### config.mk
export PLATFORM = sky130hd
export DESIGN_NAME = substring_first_match_search_top_flat
export DESIGN_NICKNAME = d
export VERILOG_FILES = /design/src/design/sfms_pkg.sv /design/src/design/sfms_if.sv /design/src/design/sfms_cells.sv /design/src/design/substring_first_match_search_top.sv /design/src/flat_wrapper.sv
export SDC_FILE = /design/constraint.sdc
export NUM_CORES = 2
export LEC_CHECK = 0
export BUFFER_PORTS_ARGS = -buffer_cell sky130_fd_sc_hd__buf_2
export CORE_MARGIN = 3
export CORE_UTILIZATION = 48
export CTS_BUF_LIST = sky130_fd_sc_hd__clkbuf_16
export DETAILED_ROUTE_END_ITERATION = 12
export PLACE_DENSITY = 0.61
export SLEW_MARGIN = 20
export SYNTH_ARGS = -nofsm -noshare
export SYNTH_HDL_FRONTEND = slang
export SYNTH_HIERARCHICAL = 1
export SYNTH_SLANG_ARGS = --single-unit
### constraint.sdc
create_clock -name i_clk -period 8.7 [get_ports i_clk]
set_input_delay 0.435 -clock i_clk [delete_from_list [all_inputs] [get_ports i_clk]]
set_output_delay 0.435 -clock i_clk [all_outputs]
set_load 0.02 [all_outputs]
### src/design/sfms_pkg.sv
`default_nettype none

package sfms_pkg;

    localparam int MAX_LEN = 256;
    localparam int CNT_W   = $clog2(MAX_LEN + 1);
    localparam int IDX_W   = $clog2(MAX_LEN);
    localparam int POS_W   = 9;
    localparam int CH_W    = 8;
    localparam int KIND_W  = 2;

    typedef logic [CNT_W-1:0] t_cnt;
    typedef logic [IDX_W-1:0] t_idx;
    typedef logic [POS_W-1:0] t_pos;
    typedef logic [CH_W-1:0]  t_ch;

    typedef enum logic [KIND_W-1:0] {
        KIND_PAT = 2'd0,
        KIND_TXT = 2'd1,
        KIND_END = 2'd2
    } t_kind;

    // control from the sequencing logic to the compare cells
    typedef struct packed {
        logic pat_wr;
        t_idx pat_idx;
        logic txt_step;
        logic clear;
        t_ch  ch;
    } t_cell_ctrl;

endpackage

`default_nettype wire

### src/design/sfms_if.sv
`default_nettype none

interface sfms_in_if;
    logic                              valid;
    logic                              ready;
    logic [sfms_pkg::KIND_W-1:0]       kind;
    logic [sfms_pkg::CH_W-1:0]         ch;

    modport source (output valid, output kind, output ch, input ready);
    modport sink   (input valid, input kind, input ch, output ready);
endinterface

interface sfms_out_if;
    logic                              valid;
    logic                              ready;
    logic [sfms_pkg::POS_W-1:0]        position;
    logic                              overflow;

    modport source (output valid, output position, output overflow, input ready);
    modport sink   (input valid, input position, input overflow, output ready);
endinterface

`default_nettype wire

### src/design/sfms_cells.sv
`default_nettype none

// Row of compare cells. Cell j holds pattern byte j and a flag that says the
// text seen so far ends with the first j+1 pattern bytes (shift-and form).
module sfms_cells (
    input  wire logic                i_clk,
    input  wire logic                i_rst_n,
    input  wire sfms_pkg::t_cell_ctrl i_ctrl,
    input  wire sfms_pkg::t_idx      i_sel,
    output logic                     o_hit
);

    sfms_pkg::t_ch                   r_pat [sfms_pkg::MAX_LEN];
    logic [sfms_pkg::MAX_LEN-1:0]    r_pre;
    logic [sfms_pkg::MAX_LEN-1:0]    n_pre;

    for (genvar j = 0; j < sfms_pkg::MAX_LEN; j++) begin : g_cell
        always_ff @(posedge i_clk) begin
            if (i_ctrl.pat_wr && (i_ctrl.pat_idx == sfms_pkg::t_idx'(j))) begin
                r_pat[j] <= i_ctrl.ch;
            end
        end

        if (j == 0) begin : g_first
            assign n_pre[j] = (i_ctrl.ch == r_pat[j]);
        end else begin : g_rest
            assign n_pre[j] = r_pre[j-1] && (i_ctrl.ch == r_pat[j]);
        end
    end

    always_ff @(posedge i_clk) begin
        if (!i_rst_n || i_ctrl.clear) begin
            r_pre <= '0;
        end else if (i_ctrl.txt_step) begin
            r_pre <= n_pre;
        end
    end

    // full-pattern match for the byte being shifted in now
    assign o_hit = n_pre[i_sel];

endmodule

`default_nettype wire

### src/design/substring_first_match_search_top.sv
`default_nettype none

// channel   dir  signals                          meaning
// i_in      in   valid ready kind[1:0] ch[7:0]    pattern byte, text byte, end of text
// o_out     out  valid ready position[8:0] overflow  one result per end-of-text item
//
// One item per cycle sustained while no held result stalls an end-of-text item. The
// end-of-text item passes through the input stage, then the result register, which
// loads as the item leaves the input stage.
// Each text byte updates the whole row of compare cells at once.
// Synchronous active-low reset clears the search state and both stages.
// A held result stalls only an end-of-text item in the input stage, and
// that backs up into i_in.ready; pattern and text bytes keep flowing.
module substring_first_match_search_top (
    input  wire logic   i_clk,
    input  wire logic   i_rst_n,
    sfms_in_if.sink     i_in,
    sfms_out_if.source  o_out
);

    // input stage
    logic               r_stg_valid;
    sfms_pkg::t_kind    r_kind;
    sfms_pkg::t_ch      r_ch;

    // search state
    sfms_pkg::t_cnt     r_pat_len, n_pat_len;
    sfms_pkg::t_cnt     r_txt_cnt, n_txt_cnt;
    logic               r_found, n_found;
    sfms_pkg::t_pos     r_mpos, n_mpos;
    logic               r_ovf, n_ovf;

    // result register
    logic               r_out_valid;
    sfms_pkg::t_pos     r_out_pos, n_out_pos;
    logic               r_out_ovf;
    logic               out_load;

    logic               stg_go;
    sfms_pkg::t_cnt     len_m1;
    sfms_pkg::t_cell_ctrl cell_ctrl;
    logic               hit;

    assign stg_go     = r_stg_valid &&
                        !((r_kind == sfms_pkg::KIND_END) && r_out_valid && !o_out.ready);
    assign i_in.ready = !r_stg_valid || stg_go;
    assign len_m1     = r_pat_len - sfms_pkg::CNT_W'(1);

    always_ff @(posedge i_clk) begin
        if (!i_rst_n) begin
            r_stg_valid <= 1'b0;
        end else if (i_in.ready) begin
            r_stg_valid <= i_in.valid;
        end
    end

    always_ff @(posedge i_clk) begin
        if (i_in.ready && i_in.valid) begin
            r_kind <= sfms_pkg::t_kind'(i_in.kind);
            r_ch   <= i_in.ch;
        end
    end

    sfms_cells u_cells (
        .i_clk   (i_clk),
        .i_rst_n (i_rst_n),
        .i_ctrl  (cell_ctrl),
        .i_sel   (len_m1[sfms_pkg::IDX_W-1:0]),
        .o_hit   (hit)
    );

    always_comb begin
        n_pat_len          = r_pat_len;
        n_txt_cnt          = r_txt_cnt;
        n_found            = r_found;
        n_mpos             = r_mpos;
        n_ovf              = r_ovf;
        n_out_pos          = '0;
        out_load           = 1'b0;
        cell_ctrl          = '0;
        cell_ctrl.ch       = r_ch;
        cell_ctrl.pat_idx  = r_pat_len[sfms_pkg::IDX_W-1:0];
        if (stg_go) begin
            unique case (r_kind)
                sfms_pkg::KIND_PAT: begin
                    // pattern bytes after text has started are dropped
                    if (r_txt_cnt == '0) begin
                        if (r_pat_len < sfms_pkg::CNT_W'(sfms_pkg::MAX_LEN)) begin
                            cell_ctrl.pat_wr = 1'b1;
                            n_pat_len        = r_pat_len + sfms_pkg::CNT_W'(1);
                        end else begin
                            n_ovf = 1'b1;
                        end
                    end
                end
                sfms_pkg::KIND_TXT: begin
                    if (r_txt_cnt >= sfms_pkg::CNT_W'(sfms_pkg::MAX_LEN)) begin
                        n_ovf = 1'b1;
                    end else begin
                        cell_ctrl.txt_step = 1'b1;
                        n_txt_cnt          = r_txt_cnt + sfms_pkg::CNT_W'(1);
                        if (!r_found && (r_pat_len != '0) && hit) begin
                            n_found = 1'b1;
                            n_mpos  = sfms_pkg::t_pos'(n_txt_cnt - r_pat_len
                                                       + sfms_pkg::CNT_W'(1));
                        end
                    end
                end
                sfms_pkg::KIND_END: begin
                    out_load        = 1'b1;
                    cell_ctrl.clear = 1'b1;
                    if (r_pat_len == '0) begin
                        n_out_pos = sfms_pkg::t_pos'(1);
                    end else if (r_found) begin
                        n_out_pos = r_mpos;
                    end
                    n_pat_len = '0;
                    n_txt_cnt = '0;
                    n_found   = 1'b0;
                    n_mpos    = '0;
                    n_ovf     = 1'b0;
                end
                default: ;
            endcase
        end
    end

    always_ff @(posedge i_clk) begin
        if (!i_rst_n) begin
            r_pat_len <= '0;
            r_txt_cnt <= '0;
            r_found   <= 1'b0;
            r_mpos    <= '0;
            r_ovf     <= 1'b0;
        end else begin
            r_pat_len <= n_pat_len;
            r_txt_cnt <= n_txt_cnt;
            r_found   <= n_found;
            r_mpos    <= n_mpos;
            r_ovf     <= n_ovf;
        end
    end

    always_ff @(posedge i_clk) begin
        if (!i_rst_n) begin
            r_out_valid <= 1'b0;
        end else if (out_load) begin
            r_out_valid <= 1'b1;
        end else if (o_out.ready) begin
            r_out_valid <= 1'b0;
        end
    end

    always_ff @(posedge i_clk) begin
        if (out_load) begin
            r_out_pos <= n_out_pos;
            r_out_ovf <= r_ovf;
        end
    end

    assign o_out.valid    = r_out_valid;
    assign o_out.position = r_out_pos;
    assign o_out.overflow = r_out_ovf;

    a_end_clears: assert property (@(posedge i_clk) disable iff (!i_rst_n)
        out_load |=> (o_out.valid && (r_pat_len == '0) && (r_txt_cnt == '0) && !r_found))
        else $error("end of text did not present a result and clear the search");

    a_found_sane: assert property (@(posedge i_clk) disable iff (!i_rst_n)
        r_found |-> ((r_pat_len != '0) && (r_txt_cnt >= r_pat_len)))
        else $error("match recorded with empty pattern or too little text");

    a_pat_frozen: assert property (@(posedge i_clk) disable iff (!i_rst_n)
        ((r_txt_cnt != '0) && !out_load) |=> $stable(r_pat_len))
        else $error("pattern length changed while text was streaming");

    a_no_overwrite: assert property (@(posedge i_clk) disable iff (!i_rst_n)
        (r_out_valid && !o_out.ready) |-> !out_load)
        else $error("result register loaded while a result was pending");

endmodule

`default_nettype wire
### src/flat_wrapper.sv
// flat-port wrapper written by rule: the top's interface ports become plain ports
module substring_first_match_search_top_flat 
  (i_clk, i_rst_n, i_in_valid, i_in_kind, i_in_ch, i_in_ready, o_out_valid, o_out_position, o_out_overflow, o_out_ready);
  sfms_in_if i_in_i ();
  sfms_out_if o_out_i ();
  input  wire logic i_clk;
  input  wire logic i_rst_n;
  input wire logic [$bits(i_in_i.valid)-1:0] i_in_valid;
  input wire logic [$bits(i_in_i.kind)-1:0] i_in_kind;
  input wire logic [$bits(i_in_i.ch)-1:0] i_in_ch;
  output wire logic [$bits(i_in_i.ready)-1:0] i_in_ready;
  output wire logic [$bits(o_out_i.valid)-1:0] o_out_valid;
  output wire logic [$bits(o_out_i.position)-1:0] o_out_position;
  output wire logic [$bits(o_out_i.overflow)-1:0] o_out_overflow;
  input wire logic [$bits(o_out_i.ready)-1:0] o_out_ready;
  assign i_in_i.valid = i_in_valid;
  assign i_in_i.kind = i_in_kind;
  assign i_in_i.ch = i_in_ch;
  assign i_in_ready = i_in_i.ready;
  assign o_out_valid = o_out_i.valid;
  assign o_out_position = o_out_i.position;
  assign o_out_overflow = o_out_i.overflow;
  assign o_out_i.ready = o_out_ready;
  substring_first_match_search_top u_core (.i_clk(i_clk), .i_rst_n(i_rst_n), .i_in(i_in_i), .o_out(o_out_i));
endmodule
==> results.md <==
Outcome:
- The run finished with clean final reports.

Yosys:
- By area the synthesized netlist is led by edfxtp_1, xnor2_1, dfxtp_1, xor2_1, nor2_1.
- The largest area contributor in the netlist is edfxtp_1.
- The main flop type after synthesis is edfxtp_1.
- In this run, synthesis produced a sequential element count of 2,354.
- The net count after synthesis is 7,277.
- A synthesized cell averages 14.0 um2.
- Of the synthesized area, sequential elements account for 0.668.
- Of all flip-flops after synthesis, the portion carrying an async set or reset was 0.
- The top cell type's share of synthesized area is 0.611.
- The count of yosys warnings during synthesis is 6.
- The unique cell type count in the Yosys netlist is 79.
- The number of synthesized flops with an enable pin is 2,068.
- In the synthesized netlist, the number of instances is 7,238.
- The mapped cell area is 0.102 mm2.

Placement:
- In this run the tool buffered the top-level ports with 25 buffer cells.
- After detailed placement, the design holds a cell count of 9,853.
- The final weighted congestion in routability-driven placement is 0.807.
- The HPWL after detailed placement is 149,000 um.
- The placed instances occupy a cell area of 0.105 mm2.

Timing:
- The final-layout setup total negative slack is 0 ns.
- The total count of hold-check failures in the final report was 0.
- Derived from the worst setup path, the maximum achievable clock frequency is 145 MHz.
- The part of the cycle the worst path needs is 0.794.
- Setup violations remaining at the end of the flow were counted as 0.
- The final max-slew violation count was 0.
- In this run the tightest slew margin relative to its limit is 0.174.
- At the pin with the least slew margin, the transition time is 1.24 ns.
- The smallest clock period supported by the final layout is computed as 6.91 ns.
- On the final layout, the worst clock skew is 0.0565 ns.
- Setup repair after global routing left no endpoint under its margin.

CTS:
- The clock root buffer is clkbuf_16.
- The buffer depth of the longest clock path is 3.
- Clock tree synthesis found a total of 2,354 sinks.
- Clock-pin slew was measured on the worst setup and hold paths at 0.06 ns.
- The later pin in the worst-skew pair is clocked with a latency of 0.86 ns.
- CTS built an H-tree with a depth of 4.
- The number of setup buffers added after CTS is 0.
- The clock tree from TritonCTS is done.
- The number of buffers added by the clock tree synthesis step is 238.

Detailed routing:
- The pre-antenna-repair detailed-routing pass consisted of 5 iterations.
- In the routed layout, each cell is associated on average with a via count of 5.57.
- The initial DRC count is 5,046.
- Wires add up to 256,000 um.
- In the final routed layout, each cell accounts on average for 24.8 um.
- For this run, design rule violations remaining after detail routing come to 0.
- The total number of vias is 57.5k.
- The detail route stage leaves a number of antenna-violating nets equal to 0.

Global routing:
- The number of global-route vias before repair came to 56.9k.
- For this run, the total global-route usage over all layers was measured as 0.234.
- The number of antenna violations at the first check in global routing is 16.
- The pin count of the biggest net entering global routing is 116.
- After global routing the overflow that remains totals 0.
- The first global-routing pass estimated 380,000 um of wire.

Power:
- The power share of the sequential group is 0.530.
- The power spent charging and discharging nets is 5.13 mW.
- The clock group share of total power is 0.417.
- The switching power share of the total is 0.221.
- The share of total power in combinational logic is 0.053.
- The internal portion of the total power is 18.1 mW.
- The static leakage is 34.1 nW.
- The areal power density over the cells is 206 mW/mm2.
- The peak ir drop on the vdd network is 215 uV.

Final layout:
- The library cell used most frequently in the layout, excluding fill and tap cells, is edfxtp_1.
- The library cells used most frequently in the layout, excluding fill and tap cells, are edfxtp_1, xnor2_1, nor2_1, xor2_1.
- At the end of the flow, the number of nets in the layout was 7,340.
- Summing all non-filler instances in the final layout gives an area of 0.113 mm2.
- The fraction of final layout cells sized beyond drive strength 1 is 0.0740.
- The area growth from synthesis to layout is 10.8%.
- The filler-free cell count of the finished design is 10.3k.

Setup path:
- The critical-path cell with the highest stage delay is nor3_1.
- The worst setup path is of the reg2reg kind.
- The arrival time reported for the critical path endpoint is 7.69 ns.
- Together, buffers and inverters on the worst path number 4.
- The critical path goes through inv_4 > buf_4 > ha_1 > clkinv_2 > buf_4 > nor2b_1 > nand2_1 > nor4_1 > a211oi_1 > o21ai_0 > o211ai_1 > a211oi_1 > nor3_1 > nand4_1 > a31oi_1 > o21ai_0 > a21boi_0.
- Along the worst path, the maximum fanout reaches 35.
- The worst setup path is captured at a flop.
- For the worst setup path, the data required time is 9.48 ns.
- The startpoint class of the critical path is a flop.
- The cell type group with the largest total delay on the critical path is simple AND/OR/NAND/NOR gates.
- The largest single stage delay on the critical path is 0.77 ns.

Die:
- The standard cell core area is 0.210 mm2.
- Pin placement for this block handled 26 I/O pins.
- The row count is 168.
- The die covers 0.217 mm2.
- The height of the die is 466 um.
- In this run the horizontal extent of the chip is 466 um.
- For this configuration, the core starts out at a cell density of 0.484.

Flow run:
- The tool flagged a number of max-cap violations equal to 0.

Worst hold path:
- The worst hold path belongs to the class in2reg.
## what timing repair did
item | CTS | global route
hold buffers | 13 | 0
hold endpoints to repair | 13 | 0
gates resized for setup | 0 | 0
## layer usage
metal | vias up | track usage | wire length [um] | share of wire
li1 | 26140 | - | - | -
met3 | 375 | 0.0401 | 17800 | 0.070
met5 | - | 0 | 21 | 0.000082
met4 | 4 | 0.0644 | 6880 | 0.027
met1 | 29192 | 0.335 | 114000 | 0.45
met2 | 1760 | 0.369 | 117000 | 0.46
## logic make-up (layout without fill, tap and decap cells)
kind of cell | Yosys count | after routing | synth area share
other cells | 0 | 4 | 0
xor+xnor | 2074 | 2074 | 0.179
flops | 2354 | 2354 | 0.668
compound gates | 370 | 370 | 0.0233
buf+inv | 418 | 696 | 0.0227
mux | 144 | 144 | 0.0144
fa+ha+maj | 25 | 25 | 0.00315
simple gates | 1853 | 1853 | 0.0901
## power groups by stage
| stage | sequential, mW | clock [mW] | combinational (mW) |
|---|---|---|---|
| 2_1_floorplan | 12.6 | 0 | 0.788 |
| 3_3_place_gp | 12.5 | 0 | 1.21 |
| 3_5_place_dp | 12.5 | 0 | 1.23 |
| 4_1_cts | 12.3 | 9.88 | 1.24 |
| 5_1_grt | 12.3 | 10.3 | 1.33 |
| 6_report | 12.3 | 9.68 | 1.23 |
## Yosys cell counts, types with 18 or more instances
cell type and number:
ha_1 24, and3_1 29, nor2_1 528, nand3_1 244, xor2_1 477, nor2b_1 25, nand4_1 255, buf_2 89
buf_4 140, nor4_1 238, clkbuf_1 125, dfxtp_1 286, nand2_1 290, inv_1 34, a211oi_1 18, a21oi_1 152
xnor2_1 1597, nor3_1 170, edfxtp_1 2068, mux2i_1 137, o21ai_0 46
## metrics by stage
step / hold slack (ns) / setup slack [ns] / power [mW] / utilization
3_5_place_dp: 0.441 / 1.70 / 13.8 / 0.500
6_report: 0.0723 / 1.79 / 23.2 / 0.536
3_3_place_gp: 0.449 / 1.47 / 13.7 / 0.499
5_1_grt: 0.0464 / 1.49 / 23.9 / 0.536
4_1_cts: 0.0112 / 1.65 / 23.4 / 0.536
2_1_floorplan: 0.409 / 2.35 / 13.4 / -
## cell type report
| cell class | instances | area (um2) |
|---|---|---|
| antenna | 4 | 10.0 |
| clock buffer | 241 | 6030 |
| clock inverter | 214 | 1410 |
| fill | 17155 | 97400 |
| inverter | 35 | 143 |
| multi-input combinational | 4466 | 31600 |
| sequential | 2354 | 67800 |
| tap | 2805 | 3510 |
| timing repair buffer | 206 | 2050 |
## registers in the layout, summed over array words and instances (netlist names), 2 cells and up
name	flops
u_core/u_cells/r_pat	2048
u_core/u_cells/r_pre	255
u_core/o_out.position	9
u_core/r_mpos	9
u_core/r_pat_len	9
u_core/r_txt_cnt	9
u_core/r_ch	8
u_core/r_kind	2
## worst paths after layout
check | start | end | slack [ns] | cells past startpoint
setup / recovery | u_core/r_pat_len[0]$_SDFFE_PN0P_ | u_core/r_mpos[4]$_SDFFE_PN0P_ | 1.79 | 17
hold / removal | i_rst_n | u_core/r_pat_len[0]$_SDFFE_PN0P_ | 0.07 | 2
setup reg to reg | u_core/r_pat_len[0]$_SDFFE_PN0P_ | u_core/r_mpos[4]$_SDFFE_PN0P_ | 1.79 | 17
hold reg to reg | u_core/r_ovf$_SDFFE_PN0P_ | u_core/o_out.overflow$_DFFE_PP_ | 0.45 | 0
Note: power is estimated with default switching activity, not from simulation.
